### src/hdl/assert_macros.svh
`ifndef ASSERT_MACROS_SVH
`define ASSERT_MACROS_SVH

// Same-cycle implication, checked on every rising clock edge outside reset.
`define LFP_ASSERT_IMP(LBL, CLK, RSTN, ANTE, CONS, MSG) \
  LBL: assert property (@(posedge CLK) disable iff (!RSTN) (ANTE) |-> (CONS)) \
    else $error(MSG);

// Next-cycle implication, checked on every rising clock edge outside reset.
`define LFP_ASSERT_NXT(LBL, CLK, RSTN, ANTE, CONS, MSG) \
  LBL: assert property (@(posedge CLK) disable iff (!RSTN) (ANTE) |=> (CONS)) \
    else $error(MSG);

`endif

### src/hdl/lfp_pkg.sv
`default_nettype none

package lfp_pkg;

  // Frame layout: two headers, six payload bytes, one checksum byte.
  localparam int FRAME_BYTES   = 9;
  localparam int PAYLOAD_COUNT = FRAME_BYTES - 3;
  localparam int PAY_IDX_W     = $clog2(PAYLOAD_COUNT);

  localparam logic [7:0]  HEADER_RESET = 8'h59;
  localparam logic [16:0] TEMP_OFFSET  = 17'd2048;

  // Result packing: checksum_ok, distance, strength, temperature_eighths.
  localparam int RESULT_BITS = 1 + 16 + 16 + 17;
  localparam int OUT_TDATA_W = ((RESULT_BITS + 7) / 8) * 8;

  // Front-end parser phase.
  typedef enum logic [1:0] {
    PH_HUNT,
    PH_HDR2,
    PH_PAYLOAD,
    PH_CHECK
  } phase_t;

  // What the back end does with a queued byte.
  typedef enum logic [1:0] {
    K_FIRST,
    K_ADD,
    K_PAYLOAD,
    K_CHECK
  } kind_t;

  typedef struct packed {
    kind_t                kind;
    logic [PAY_IDX_W-1:0] idx;
    logic [7:0]           data;
  } entry_t;

  // Queue status seen by the back end.
  typedef struct packed {
    logic   valid;
    entry_t entry;
  } deq_t;

endpackage

`default_nettype wire

### src/hdl/lfp_front.sv
`default_nettype none

`include "assert_macros.svh"

module lfp_front (
  input  wire                   clk,
  input  wire                   rst_n,
  input  wire                   in_tvalid,
  output logic                  in_tready,
  input  wire  [7:0]            in_tdata,   // [7:0] rx_byte
  input  wire                   cfg_valid,
  output logic                  cfg_ready,
  input  wire  [7:0]            cfg_data,   // [7:0] header_byte
  input  wire                   q_full,
  output logic                  push,
  output lfp_pkg::entry_t       push_entry
);

  logic [7:0]                   header_r;
  lfp_pkg::phase_t              phase_r, phase_nxt;
  logic [lfp_pkg::PAY_IDX_W-1:0] pay_idx_r, pay_idx_nxt;
  logic                         fire;
  logic                         match;
  logic                         last_pay;

  // Header register; writes are always taken.
  assign cfg_ready = 1'b1;

  always_ff @(posedge clk) begin
    if (!rst_n) begin
      header_r <= lfp_pkg::HEADER_RESET;
    end else if (cfg_valid) begin
      header_r <= cfg_data;
    end
  end

  // A byte is taken whenever the queue has room, even one that is dropped.
  assign in_tready = !q_full;
  assign fire      = in_tvalid && !q_full;
  assign match     = (in_tdata == header_r);
  assign last_pay  = (pay_idx_r == lfp_pkg::PAY_IDX_W'(lfp_pkg::PAYLOAD_COUNT - 1));

  // Next-state logic.
  always_comb begin
    phase_nxt   = phase_r;
    pay_idx_nxt = pay_idx_r;
    unique case (phase_r)
      lfp_pkg::PH_HUNT: begin
        if (fire && match) begin
          phase_nxt = lfp_pkg::PH_HDR2;
        end
      end
      lfp_pkg::PH_HDR2: begin
        if (fire) begin
          phase_nxt   = match ? lfp_pkg::PH_PAYLOAD : lfp_pkg::PH_HUNT;
          pay_idx_nxt = '0;
        end
      end
      lfp_pkg::PH_PAYLOAD: begin
        if (fire) begin
          if (last_pay) begin
            phase_nxt = lfp_pkg::PH_CHECK;
          end else begin
            pay_idx_nxt = pay_idx_r + 1'b1;
          end
        end
      end
      lfp_pkg::PH_CHECK: begin
        if (fire) begin
          phase_nxt = lfp_pkg::PH_HUNT;
        end
      end
      default: begin
        phase_nxt = lfp_pkg::PH_HUNT;
      end
    endcase
  end

  always_ff @(posedge clk) begin
    if (!rst_n) begin
      phase_r   <= lfp_pkg::PH_HUNT;
      pay_idx_r <= '0;
    end else begin
      phase_r   <= phase_nxt;
      pay_idx_r <= pay_idx_nxt;
    end
  end

  // Output logic: classify the byte and request a queue write.
  always_comb begin
    push            = 1'b0;
    push_entry.kind = lfp_pkg::K_FIRST;
    push_entry.idx  = pay_idx_r;
    push_entry.data = in_tdata;
    unique case (phase_r)
      lfp_pkg::PH_HUNT: begin
        push            = fire && match;
        push_entry.kind = lfp_pkg::K_FIRST;
      end
      lfp_pkg::PH_HDR2: begin
        push            = fire && match;
        push_entry.kind = lfp_pkg::K_ADD;
      end
      lfp_pkg::PH_PAYLOAD: begin
        push            = fire;
        push_entry.kind = lfp_pkg::K_PAYLOAD;
      end
      lfp_pkg::PH_CHECK: begin
        push            = fire;
        push_entry.kind = lfp_pkg::K_CHECK;
      end
      default: begin
        push = 1'b0;
      end
    endcase
  end

  // A matching first header always moves on to the second-header phase.
  `LFP_ASSERT_NXT(a_hunt_to_hdr2, clk, rst_n,
    fire && match && (phase_r == lfp_pkg::PH_HUNT), phase_r == lfp_pkg::PH_HDR2,
    "first header did not advance the parser")

  // The payload index never runs past the last payload byte.
  `LFP_ASSERT_IMP(a_idx_range, clk, rst_n, phase_r == lfp_pkg::PH_PAYLOAD,
    pay_idx_r <= lfp_pkg::PAY_IDX_W'(lfp_pkg::PAYLOAD_COUNT - 1),
    "payload index out of range")

endmodule

`default_nettype wire

### src/hdl/lfp_queue.sv
`default_nettype none

`include "assert_macros.svh"

module lfp_queue #(
  parameter int DEPTH = 4
) (
  input  wire                 clk,
  input  wire                 rst_n,
  input  wire                 push,
  input  lfp_pkg::entry_t     push_entry,
  output logic                full,
  input  wire                 pop,
  output lfp_pkg::deq_t       deq
);

  localparam int PTR_W = (DEPTH > 1) ? $clog2(DEPTH) : 1;
  localparam int CNT_W = $clog2(DEPTH + 1);

  lfp_pkg::entry_t  mem_r [DEPTH];
  logic [PTR_W-1:0] wr_ptr_r, rd_ptr_r;
  logic [CNT_W-1:0] count_r;
  logic             do_pop;

  assign full      = (count_r == CNT_W'(DEPTH));
  assign do_pop    = pop && (count_r != '0);
  assign deq.valid = (count_r != '0);
  assign deq.entry = mem_r[rd_ptr_r];

  // Entry storage.
  always_ff @(posedge clk) begin
    if (push) begin
      mem_r[wr_ptr_r] <= push_entry;
    end
  end

  // Pointers wrap at the queue depth.
  always_ff @(posedge clk) begin
    if (!rst_n) begin
      wr_ptr_r <= '0;
      rd_ptr_r <= '0;
      count_r  <= '0;
    end else begin
      if (push) begin
        wr_ptr_r <= (wr_ptr_r == PTR_W'(DEPTH - 1)) ? '0 : wr_ptr_r + 1'b1;
      end
      if (do_pop) begin
        rd_ptr_r <= (rd_ptr_r == PTR_W'(DEPTH - 1)) ? '0 : rd_ptr_r + 1'b1;
      end
      if (push && !do_pop) begin
        count_r <= count_r + 1'b1;
      end else if (do_pop && !push) begin
        count_r <= count_r - 1'b1;
      end
    end
  end

  `LFP_ASSERT_IMP(a_no_overflow, clk, rst_n, push, !full,
    "queue written while full")

endmodule

`default_nettype wire

### src/hdl/lfp_back.sv
`default_nettype none

`include "assert_macros.svh"

module lfp_back (
  input  wire                              clk,
  input  wire                              rst_n,
  input  lfp_pkg::deq_t                    deq,
  output logic                             pop,
  output logic                             out_tvalid,
  input  wire                              out_tready,
  // [0] checksum_ok, [16:1] distance, [32:17] strength,
  // [49:33] temperature_eighths, upper bits zero
  output logic [lfp_pkg::OUT_TDATA_W-1:0]  out_tdata
);

  logic [7:0]                        sum_r;
  logic [7:0]                        pay_r [lfp_pkg::PAYLOAD_COUNT];
  logic                              out_valid_r;
  logic [lfp_pkg::RESULT_BITS-1:0]   out_data_r;
  logic                              out_free;
  logic                              is_check;
  logic                              ok;
  logic [15:0]                       distance;
  logic [15:0]                       strength;
  logic [16:0]                       temp;

  assign out_free = !out_valid_r || out_tready;
  assign is_check = (deq.entry.kind == lfp_pkg::K_CHECK);
  assign pop      = deq.valid && (!is_check || out_free);

  // Result fields decoded from the gathered payload.
  assign ok       = (deq.entry.data == sum_r);
  assign distance = {pay_r[1], pay_r[0]};
  assign strength = {pay_r[3], pay_r[2]};
  assign temp     = {1'b0, pay_r[5], pay_r[4]} - lfp_pkg::TEMP_OFFSET;

  // Running sum over headers and payload.
  always_ff @(posedge clk) begin
    if (!rst_n) begin
      sum_r <= '0;
    end else if (pop) begin
      case (deq.entry.kind) inside
        lfp_pkg::K_FIRST:                     sum_r <= deq.entry.data;
        lfp_pkg::K_ADD, lfp_pkg::K_PAYLOAD:   sum_r <= sum_r + deq.entry.data;
        default:                              sum_r <= '0;
      endcase
    end
  end

  // Payload bytes.
  always_ff @(posedge clk) begin
    if (pop && (deq.entry.kind == lfp_pkg::K_PAYLOAD) &&
        (deq.entry.idx < lfp_pkg::PAY_IDX_W'(lfp_pkg::PAYLOAD_COUNT))) begin
      pay_r[deq.entry.idx] <= deq.entry.data;
    end
  end

  // Output register.
  always_ff @(posedge clk) begin
    if (!rst_n) begin
      out_valid_r <= 1'b0;
    end else if (pop && is_check) begin
      out_valid_r <= 1'b1;
    end else if (out_tready) begin
      out_valid_r <= 1'b0;
    end
  end

  always_ff @(posedge clk) begin
    if (pop && is_check) begin
      out_data_r <= {temp, strength, distance, ok};
    end
  end

  assign out_tvalid = out_valid_r;
  assign out_tdata  = {{(lfp_pkg::OUT_TDATA_W - lfp_pkg::RESULT_BITS){1'b0}}, out_data_r};

  // Each checksum byte leaves the sum cleared for the next frame.
  `LFP_ASSERT_NXT(a_sum_clear, clk, rst_n, pop && is_check, sum_r == 8'd0,
    "running sum not cleared after checksum")

  // A result is never loaded over one that is still waiting.
  `LFP_ASSERT_IMP(a_no_overwrite, clk, rst_n, pop && is_check,
    !out_valid_r || out_tready, "pending result overwritten")

endmodule

`default_nettype wire

### src/hdl/lidar_frame_parser_top.sv
// Path: an accepted checksum byte is written into the queue, popped by the result stage and
// loaded into the output register, which then raises out_tvalid.
// Throughput: one byte per cycle while the queue has room; a four-entry queue separates the
// parser from the result stage, so a short stall on either side does not stop the other.
// Reset (synchronous, rst_n low): parser hunts the first header, sum is zero,
// header register is 0x59, queue and output register are empty.
`default_nettype none

module lidar_frame_parser_top #(
  parameter int QUEUE_DEPTH = 4
) (
  input  wire                              clk,
  input  wire                              rst_n,
  input  wire                              in_tvalid,
  output logic                             in_tready,
  input  wire  [7:0]                       in_tdata,   // [7:0] rx_byte
  output logic                             out_tvalid,
  input  wire                              out_tready,
  // [0] checksum_ok, [16:1] distance, [32:17] strength,
  // [49:33] temperature_eighths, [55:50] zero
  output logic [lfp_pkg::OUT_TDATA_W-1:0]  out_tdata,
  input  wire                              cfg_valid,
  output logic                             cfg_ready,
  input  wire  [7:0]                       cfg_data    // [7:0] header_byte
);

  logic            push;
  logic            pop;
  logic            q_full;
  lfp_pkg::entry_t push_entry;
  lfp_pkg::deq_t   deq;

  // Byte classifier.
  lfp_front u_front (
    .clk        (clk),
    .rst_n      (rst_n),
    .in_tvalid  (in_tvalid),
    .in_tready  (in_tready),
    .in_tdata   (in_tdata),
    .cfg_valid  (cfg_valid),
    .cfg_ready  (cfg_ready),
    .cfg_data   (cfg_data),
    .q_full     (q_full),
    .push       (push),
    .push_entry (push_entry)
  );

  // Queue between classifier and result stage.
  lfp_queue #(
    .DEPTH (QUEUE_DEPTH)
  ) u_queue (
    .clk        (clk),
    .rst_n      (rst_n),
    .push       (push),
    .push_entry (push_entry),
    .full       (q_full),
    .pop        (pop),
    .deq        (deq)
  );

  // Sum, payload capture and result register.
  lfp_back u_back (
    .clk        (clk),
    .rst_n      (rst_n),
    .deq        (deq),
    .pop        (pop),
    .out_tvalid (out_tvalid),
    .out_tready (out_tready),
    .out_tdata  (out_tdata)
  );

endmodule

`default_nettype wire

### config.mk
export PLATFORM = sky130hd
export DESIGN_NAME = lidar_frame_parser_top
export DESIGN_NICKNAME = d
export VERILOG_FILES = /design/src/hdl/lfp_pkg.sv /design/src/hdl/lfp_front.sv /design/src/hdl/lfp_queue.sv /design/src/hdl/lfp_back.sv /design/src/hdl/lidar_frame_parser_top.sv
export VERILOG_INCLUDE_DIRS = /design/src /design/src/hdl
export SDC_FILE = /design/constraint.sdc
export NUM_CORES = 1
export LEC_CHECK = 0
export BUFFER_PORTS_ARGS = -buffer_cell sky130_fd_sc_hd__buf_4
export CORE_MARGIN = 2
export CORE_UTILIZATION = 50
export CTS_BUF_LIST = sky130_fd_sc_hd__clkbuf_16
export CTS_CLUSTER_DIAMETER = 30
export DETAILED_ROUTE_END_ITERATION = 6
export PLACE_DENSITY = 0.81
export SLEW_MARGIN = 20
export SYNTH_ARGS = -nofsm -noshare
export SYNTH_HDL_FRONTEND = slang
export SYNTH_SLANG_ARGS = --single-unit
### constraint.sdc
create_clock -name clk -period 4 [get_ports clk]
set_clock_uncertainty 0.05 [all_clocks]
set_input_delay 0.8 -clock clk [delete_from_list [all_inputs] [get_ports clk]]
set_output_delay 0.8 -clock clk [all_outputs]
set_load 0.005 [all_outputs]
Word-level counts from Yosys, hierarchy flattened
Memory sizes are Yosys's and may differ from the RTL's. A register that Yosys moved wholly into a read port is not among the register bits.
Cells that the tools add are included.

word-level totals
  output and inout bits = 59
  RAM bits = 100
  register bits after elaboration = 79
  memories kept = 2
  logic and storage cells = 91
  bits of input ports = 21

memory list
  memory         depth  bits a word  rd ports  clocked after memory_dff  wr ports  line             RTL
  u_queue.mem_r  4      13           1         1                         1         lfp_queue.sv:20  lfp_pkg::entry_t mem_r [DEPTH];
  u_back.pay_r   6      8            6         4                         1         lfp_back.sv:18   logic [7:0] pay_r [lfp_pkg::PAYLOAD_COUNT];

cells by class
  mux-type cells = 27
  order comparisons = 1
  eq/ne operators = 18
  $add $sub $neg = 7
  reduce and logical (&&, ||, !) cells = 27

operators with widths
  cell                    number
  $mux 2                  10
  $sub 16x12->17 const B  1
  $eq 8x8->1              2
  $mux 8                  2
  $pmux 2 s4              2
  $mux 3                  5
  $eq 2x2->1 const B      6
  $ne 2x1->1 const B      5
  $logic_and 1x1->1       9
  $add 8x8->8             1
  $add 3x1->3 const B     2
  $eq 3x3->1 const B      2
  $mux 1                  6
  $pmux 3 s2              1
  $reduce_bool 2->1       3
  $reduce_or 2->1         3
  $logic_not 1->1         5
  $reduce_and 5->1        1
  $add 2x1->2 const B     2
  $eq 2x1->1 const B      2
  $logic_not 2->1         2
  $reduce_and 4->1        1
  $lt 3x3->1 const B      1
  $reduce_bool 3->1       1
  4 further kinds         5

Depth between registers and ports, before layout
Gate-level depths: netlist of run 1.

  depth after elaboration = 9
  mapped depth = 13
  gate-level depth less buffers = 11

Modules after synthesis
Synthesis of run 1 repeated with hierarchy kept, for this count alone.

unflattened totals
  cells, all modules = 428
  area, all modules = 7054.3 µm²

by module, submodules not included
  module     cells an instance  instances  sequential area each (µm²)  area each (µm²)
  lfp_back   229                1          3123.0                      3962.6
  lfp_queue  113                1          1741.7                      2346.0
  lfp_front  86                 1          260.2                       745.7

Least setup slack after synthesis of run 1
Ideal clock, no wire load.

  path type = register to register
  start = reg (tool-made name)
  end = reg u_back.out_data_r, in the netlist out_tdata[10], read port of u_back.pay_r, enable pin
  data required time = 3536 ps
  arrival = 3225 ps
  setup time = 414 ps
  clock period less this slack = 3688 ps
  stages on the path, launching flop included = 7
  slack = 312 ps
  cells stage by stage = dfxtp_1 -> buf_2 -> mux4_2 -> ha_1 -> and3b_1 -> nor2_1 -> and2_1

RTL lines
  element    line            RTL
  to (decl)  lfp_back.sv:20  logic [lfp_pkg::RESULT_BITS-1:0] out_data_r;

==> tab_implementation.tex, run 1 <==
\begin{tabular}{lr}
\hline
Metric & Value \\
\hline
\multicolumn{2}{l}{\textbf{Status}} \\
Status & complete, no violations \\
\multicolumn{2}{l}{\textbf{STA}} \\
Headroom to the max-slew limit & 0.529 \\
Final worst-path cycle share & 0.791 \\
Minimum clock period & 3.16 ns \\
Least-Margin Pin Slew & 0.707 ns \\
Maximum frequency from static timing analysis & 0.316 GHz \\
Setup slack after layout & 0.837 ns \\
Setup violations, final & 0 \\
Setup repair after global routing missed its margin & false \\
Max-slew violation total from the final report & 0 \\
Setup TNS & 0 ns \\
Final hold viol count & 0 \\
\multicolumn{2}{l}{\textbf{Die}} \\
Die width & 122 µm \\
Overall die height & 122 µm \\
Number of placed I/O pins & 80 \\
Die area & 14800 µm² \\
Floorplan Core Area & 13300 µm² \\
Effective utilization at floorplan & 0.518 \\
Floorplan row count & 42 \\
\multicolumn{2}{l}{\textbf{Flow run}} \\
Max-cap viol count & 0 \\
\multicolumn{2}{l}{\textbf{Synthesis}} \\
Count of yosys warnings during synthesis & 0 \\
Synthesized area divided by synthesized cell count & 16.3 µm² \\
Area of the mapped netlist & 6910 µm² \\
Cell type with the largest total area after synthesis & sky130\_fd\_sc\_hd\_\_edfxtp\_1 \\
Cell count after synthesis & 423 \\
Sequential-to-total area share from yosys stat & 0.742 \\
Most area-consuming cells after synthesis & sky130\_fd\_sc\_hd\_\_edfxtp\_1 65\%, sky130\_fd\_sc\_hd\_\_dfxtp\_1 9.0\%, sky130\_fd\_sc\_hd\_\_mux4\_2 3.9\% \\
Count of flip-flops with a built-in enable after synthesis & 150 \\
Fraction of synthesized cell area taken by the top area cell type & 0.652 \\
\#FFs+latches synth & 181 \\
Post-synth cell types & 50 \\
Prevailing post-synth register cell & sky130\_fd\_sc\_hd\_\_edfxtp\_1 \\
FFs w/ async S/R, synth & 0 \\
\multicolumn{2}{l}{\textbf{CTS}} \\
Clock transition at the registers of the reported paths & 0.06 ns \\
Post-CTS Setup Inserts & 0 \\
CTS Sinks & 181 \\
Resize count post-CTS & 0 \\
Skew-Pair Late Insertion Delay & 0.43 ns \\
Clock tree from TritonCTS & yes \\
Hold Buf Count CTS & 0 \\
Maximum buffer depth of the clock tree & 2 \\
CTS Buf Count & 17 \\
Root buffer cell & sky130\_fd\_sc\_hd\_\_clkbuf\_16 \\
Total number of H-tree levels & 4 \\
\multicolumn{2}{l}{\textbf{Placement}} \\
Routability-driven placement congestion ratio & 0.878 \\
Placed cells & 667 \\
Post-DP HPWL & 8490 µm \\
DP Worst Slack & 0.813 ns \\
Number of buffers added on ports & 72 \\
\multicolumn{2}{l}{\textbf{Final layout}} \\
Post-route non-filler standard cell count & 699 \\
Sequential standard cell area & 5120 µm² \\
Multi-input logic area & 1640 µm² \\
Nets & 552 \\
Leading cell type in the layout, fill and taps excluded & sky130\_fd\_sc\_hd\_\_edfxtp\_1 \\
Core Util, Final & 0.619 \\
Ratio of cells with drive above 1 in the final layout & 0.245 \\
Area Growth Syn to Fin & 19.6\% \\
Final-layout fill cell count & 985 \\
Antenna diode instance count & 0 \\
Leading cell types in the layout, fill and taps excluded & 150 x sky130\_fd\_sc\_hd\_\_edfxtp\_1, 81 x sky130\_fd\_sc\_hd\_\_buf\_4, 31 x sky130\_fd\_sc\_hd\_\_dfxtp\_1 \\
\multicolumn{2}{l}{\textbf{Drt}} \\
\# DRC & 0 \\
Starting DRT DRC Count & 299 \\
Per-cell via count in the routed design & 5.46 \\
Number of routed nets with antenna violations & 0 \\
Drt total wl & 13000 µm \\
Number of iterations in the first detailed-routing pass & 5 \\
Via Count & 3818 \\
Drt wl/cell & 18.6 µm \\
\multicolumn{2}{l}{\textbf{GRT}} \\
M2 GR Usage & 0.324 \\
Number of antenna violations at the first check in global routing & 0 \\
Global Route met1 Usage & 0.241 \\
Number of global-route vias before repair & 3779 \\
Maximum number of pins on one net before global-route repair & 28 \\
Global router's overall resource usage & 0.190 \\
GR peak layer & met2 \\
Remaining global-route overflow & 0 \\
Global routing met3 resource utilization & 0.0389 \\
Wire length of the first global-routing pass & 20600 µm \\
\multicolumn{2}{l}{\textbf{Worst setup path}} \\
CP Data Arrival Time & 3.18 ns \\
CP max-delay cell & sky130\_fd\_sc\_hd\_\_dfxtp\_1 \\
CP endpoint kind & flop \\
Required time at the endpoint of the critical path & 4.01 ns \\
Largest delay share family, worst path & simple AND/OR/NAND/NOR gates \\
Most prevalent standard cell on the critical path & sky130\_fd\_sc\_hd\_\_nor2\_1 \\
Start-to-end type of the worst setup path & flop to flop \\
Series of cell instances along the critical path & mux4\_2, ha\_1, and3b\_1, nor2\_1, buf\_4, nand4b\_1, nor2\_1 \\
Combined buffer and inverter count along the critical path & 1 \\
CP max FO & 16 \\
Largest stage delay on the critical path & 0.62 ns \\
Type of origin of the critical path & flop \\
\multicolumn{2}{l}{\textbf{Pwr}} \\
Peak VDD IR & 0.000303 V \\
Power density relative to cell area & 681 nW/µm² \\
P\_leak & 3.00 nW \\
Pwr Total & 0.00562 W \\
\multicolumn{2}{l}{\textbf{Min path}} \\
Path category of the worst min-delay check & flop to flop \\
\hline
\end{tabular}
-- final cells by class --
type,instances,area share
repair buffers,82,0.0760
clock buffers,17,0.0515
well taps,176,0.0267
inverters,17,0.00773
flip-flops and latches,181,0.621
clock inverters,15,0.0189
multi-input cells,211,0.199
-- sequential cells by signal, indices dropped and copies added (netlist names), named ones only --
name               count
out_tdata             32
u_back.out_data_r     18
u_back.out_tvalid      1
u_back.pay_r          48
u_back.sum_r           8
u_front.header_r       8
u_front.pay_idx_r      3
u_front.phase_r        1
u_queue.count_r        3
u_queue.mem_r         52
u_queue.rd_ptr_r       2
u_queue.wr_ptr_r       2
-- stage by stage --
stage	hold WS, ns	cell area [µm²]
final	0.370	8260
after global routing	0.384	8260
after CTS	0.371	8260
after detailed placement	0.355	7680
after global placement	0.355	7680
after floorplan	0.350	6930
-- cells in the mapped netlist, drive strengths merged (2+ instances only) --
cell     number
edfxtp      150
clkbuf       10
nand2b        2
a21oi        19
o2111ai       2
nand2        19
o21ai        11
xnor2        11
or3           3
nor3b         2
nor3         10
inv          16
nor2         23
nor2b         4
a2111oi       2
or4           4
nand3         5
fa            2
a211oi        3
dfxtp        31
xor2          5
ha           19
mux2i         9
and3          6
a221oi        2
o21a          2
a21o          2
nand4         4
o22ai         2
conb          2
and2          3
mux4         13
buf           9
nor4          4
-- per-layer routing --
layer | share of wire | wire length (µm)
met1 | 0.40 | 5250
met2 | 0.51 | 6650
met3 | 0.062 | 799
met4 | 0.022 | 287
met5 | 0 | 0
-- path summary, 6_finish.rpt --
kind         slack, ns                            to                    startpoint  cells past startpoint
max               0.84  u_back.pay_r[3][0]$_DFFE_PP_                          flop                      7
min               0.37       out_tdata[26]$_DFFE_PP_  u_back.pay_r[3][1]$_DFFE_PP_                      0
max reg2reg       0.84  u_back.pay_r[3][0]$_DFFE_PP_                          flop                      7
min reg2reg       0.37       out_tdata[26]$_DFFE_PP_  u_back.pay_r[3][1]$_DFFE_PP_                      0
-- cell families (layout without fill, tap and decap cells) --
logic type	count (synthesis)	after routing	share of synthesized area
and+or+nand+nor	93	93	0.0690
adders and majority gates	21	21	0.0402
muxes	23	23	0.0576
AOI/OAI and AO/OA	51	51	0.0464
other	2	7	0.00109
buffers and inverters	36	131	0.0235
DFF	181	181	0.742
xor gates and xnor gates	16	16	0.0203
-- worst reg2reg max path: cells and delay by family, from the launching register on --
family / cells / cell delay (ns)
adders and majority gates: 1 / 0.21
buffers and inverters: 1 / 0.26
DFF: 1 / 0.62
muxes: 1 / 0.60
and+or+nand+nor: 4 / 1.06
-- where the power goes --
group | switching [W] | total, W | leakage (nW) | internal, W
clock network | 0.000693 | 0.00162 | 0.286 | 0.000923
registers | 0.000167 | 0.00256 | 1.62 | 0.00240
logic | 0.000763 | 0.00144 | 1.09 | 0.000680
total | 0.00162 | 0.00562 | 3.00 | 0.00400
Power figures use the tool's default switching activity.
==> inputs of run 2 (changes only) <==
- PLACE_DENSITY: 0.81 -> 0.84
- clock period: 4 -> 2.9 ns (I/O delays scaled with it)
==> run 2 against run 1 <==
Sequential share of layout area shrank 1.3 points. Design area rose by 2.2%. Clock power is 36% higher. Cell count up 2.6%. Register-to-register slack worse by 0.71 ns. Critical path depth grew 1. Worst setup slack worse by 0.71 ns. Sequential power grew 38%. Combinational power rose by 51%. Via count rose by 2.9%. Hold slack worse by 0.047 ns. First-iteration DRC count rose by 46%. Critical endpoint is now u_back.sum_r[6]$_SDFFE_PN0P_.
==> tab_implementation.tex, run 2 (synthesized netlist as in run 1, its figures left out) <==
\begin{tabular}{lr}
\hline
Metric & Value \\
\hline
\multicolumn{2}{l}{\textbf{GRT}} \\
Maximum number of pins on one net before global-route repair & 26 (-7.1\%) \\
Wire length of the first global-routing pass & 20700 µm (+0.87\%) \\
Global routing met3 resource utilization & 0.0524 (+0.0136) \\
GR peak layer & met2 \\
Remaining global-route overflow & 0 (unchanged) \\
Number of antenna violations at the first check in global routing & 0 (unchanged) \\
M2 GR Usage & 0.325 (+0.000351) \\
Global Route met1 Usage & 0.228 (-0.0135) \\
Global router's overall resource usage & 0.194 (+0.00438) \\
Number of global-route vias before repair & 3909 (+3.4\%) \\
\multicolumn{2}{l}{\textbf{CTS}} \\
CTS Sinks & 181 (unchanged) \\
Post-CTS Setup Inserts & 0 (unchanged) \\
Total number of H-tree levels & 4 (unchanged) \\
Clock tree from TritonCTS & yes \\
Root buffer cell & sky130\_fd\_sc\_hd\_\_clkbuf\_16 \\
Clock transition at the registers of the reported paths & 0.07 ns (about the same) \\
Maximum buffer depth of the clock tree & 2 (unchanged) \\
CTS Buf Count & 17 (unchanged) \\
Skew-Pair Late Insertion Delay & 0.42 ns (about the same) \\
\multicolumn{2}{l}{\textbf{STA}} \\
Setup violations, final & 0 (unchanged) \\
Maximum frequency from static timing analysis & 0.361 GHz (+14\%) \\
Max-slew violation total from the final report & 0 (unchanged) \\
Setup slack after layout & 0.130 ns (-0.707 ns) \\
Minimum clock period & 2.77 ns (-0.393 ns) \\
Final worst-path cycle share & 0.955 (+0.165) \\
Final hold viol count & 0 (unchanged) \\
\multicolumn{2}{l}{\textbf{Placement}} \\
Routability-driven placement congestion ratio & 0.935 (+6.5\%) \\
Number of buffers added on ports & 72 (unchanged) \\
Post-DP HPWL & 8970 µm (+5.7\%) \\
DP Worst Slack & 0.0803 ns (-0.733 ns) \\
\multicolumn{2}{l}{\textbf{Pwr}} \\
Clock network power share & 0.279 (-0.008) \\
Share of total power consumed by net switching & 0.290 (+0.00123) \\
Peak VDD IR & 0.000510 V (+69\%) \\
Power density relative to cell area & 937 nW/µm² (+38\%) \\
Cell internal pwr & 0.00561 W (+40\%) \\
Proportion of power drawn by combinational gates & 0.275 (+0.018) \\
Sw Pwr & 0.00229 W (+41\%) \\
Seq pwr share & 0.446 (-0.010) \\
P\_leak & 3.10 nW (+3.3\%) \\
\multicolumn{2}{l}{\textbf{Drt}} \\
Number of iterations in the first detailed-routing pass & 5 (unchanged) \\
\# DRC & 0 (unchanged) \\
Number of routed nets with antenna violations & 0 (unchanged) \\
Starting DRT DRC Count & 438 (+46\%) \\
Per-cell via count in the routed design & 5.48 (+0.27\%) \\
Drt wl/cell & 18.7 µm (+0.41\%) \\
Drt total wl & 13400 µm (+3.0\%) \\
Via Count & 3927 (+2.9\%) \\
\multicolumn{2}{l}{\textbf{Status}} \\
Status & complete, no violations \\
\multicolumn{2}{l}{\textbf{Die}} \\
Overall die height & 122 µm (unchanged) \\
Die width & 122 µm (unchanged) \\
Number of placed I/O pins & 80 (unchanged) \\
Die area & 14800 µm² (unchanged) \\
Floorplan Core Area & 13300 µm² (unchanged) \\
Effective utilization at floorplan & 0.518 (unchanged) \\
Floorplan row count & 42 (unchanged) \\
\multicolumn{2}{l}{\textbf{Worst setup path}} \\
Most prevalent standard cell on the critical path & sky130\_fd\_sc\_hd\_\_o21ai\_0 \\
Series of cell instances along the critical path & mux4\_2, ha\_1, fa\_1, a21oi\_2, o21ai\_0, mux2\_2, o21ai\_0, a21oi\_1 \\
CP max FO & 8 (-8) \\
Type of origin of the critical path & flop \\
Largest stage delay on the critical path & 0.57 ns (-0.05 ns) \\
CP Data Arrival Time & 3.03 ns (-0.15 ns) \\
CP endpoint kind & flop \\
Required time at the endpoint of the critical path & 3.16 ns (-0.85 ns) \\
Start-to-end type of the worst setup path & flop to flop \\
CP max-delay cell & sky130\_fd\_sc\_hd\_\_mux4\_2 \\
\multicolumn{2}{l}{\textbf{Final layout}} \\
Area Growth Syn to Fin & 22.2\% \\
Core Util, Final & 0.632 (+0.0134) \\
Largest register FFs & 52 (unchanged) \\
Antenna diode instance count & 0 (unchanged) \\
Leading cell type in the layout, fill and taps excluded & sky130\_fd\_sc\_hd\_\_edfxtp\_1 \\
Ratio of cells with drive above 1 in the final layout & 0.283 (+0.0381) \\
Leading cell types in the layout, fill and taps excluded & 150 x sky130\_fd\_sc\_hd\_\_edfxtp\_1, 98 x sky130\_fd\_sc\_hd\_\_buf\_4, 30 x sky130\_fd\_sc\_hd\_\_dfxtp\_1 \\
Top reg by flops & u\_queue.mem\_r \\
Nets & 570 (+3.3\%) \\
Final-layout fill cell count & 932 (-5.4\%) \\
\multicolumn{2}{l}{\textbf{Flow run}} \\
Max-cap viol count & 0 (unchanged) \\
\multicolumn{2}{l}{\textbf{Min path}} \\
Path category of the worst min-delay check & input pin to flop \\
\hline
\end{tabular}
[run 2: routing by layer]
metal	wire [µm]	vias to the layer above
met5	0	-
met4	580	0
met3	764	34
met2	6750	162
met1	5280	1931
li1	-	1800
[run 2: path summary, 6_finish.rpt]
check | start | to | slack (ns) | cells past startpoint
worst max register to register | flop | u_back.sum_r[6]$_SDFFE_PN0P_ | 0.13 | 8
worst max-delay path | flop | u_back.sum_r[6]$_SDFFE_PN0P_ | 0.13 | 8
worst min-delay path | in_tdata[3] | u_queue.mem_r[1][3]$_DFFE_PP_ | 0.32 | 1
worst min register to register | u_back.pay_r[4][1]$_DFFE_PP_ | u_back.out_data_r[34]$_DFFE_PP_ | 0.37 | 0
[run 2: worst max-delay path: cells and delay by family (launching register included)]
kind	cells	cell delay (ns)
fa+ha+maj	2	0.69
flops	1	0.43
mux	2	0.87
compound gates	4	0.60
[run 2: metrics by stage]
stage          instance area [µm²]  hold slack (ns)  setup TNS, ns  total power (W)  std cells
6_report                      8440            0.322              0          0.00791        717
5_1_grt                       8440            0.304       -0.00111          0.00828        717
4_1_cts                       8430            0.303              0          0.00794        717
3_5_place_dp                  7850            0.355              0          0.00568        685
3_3_place_gp                  7850            0.352              0          0.00557        685
2_1_floorplan                 6960            0.350              0          0.00469        428
[run 2: power by group through the flow]
stage	combinational [W]	clock, W	sequential [W]
after floorplan	0.00114	0	0.00355
after global placement	0.00203	0	0.00354
after detailed placement	0.00211	0	0.00357
after CTS	0.00215	0.00225	0.00354
after global routing	0.00236	0.00235	0.00357
final	0.00217	0.00221	0.00353
[run 2: cell type report]
| class | count | area [µm²] | share of cell area |
|---|---|---|---|
| inverters | 17 | 63.8 | 0.00756 |
| clock inverters | 15 | 151 | 0.0179 |
| multi-input cells | 211 | 1670 | 0.198 |
| well taps | 176 | 220 | 0.0261 |
| clock buffers | 17 | 425 | 0.0504 |
| flip-flops and latches | 181 | 5130 | 0.608 |
| repair buffers | 100 | 776 | 0.0919 |
[run 2: repair_timing]
action,CTS,global route
endpoints found under the hold margin,0,0
endpoints found under the setup margin,1,3
hold buffers,0,0
gates resized for setup,1,2
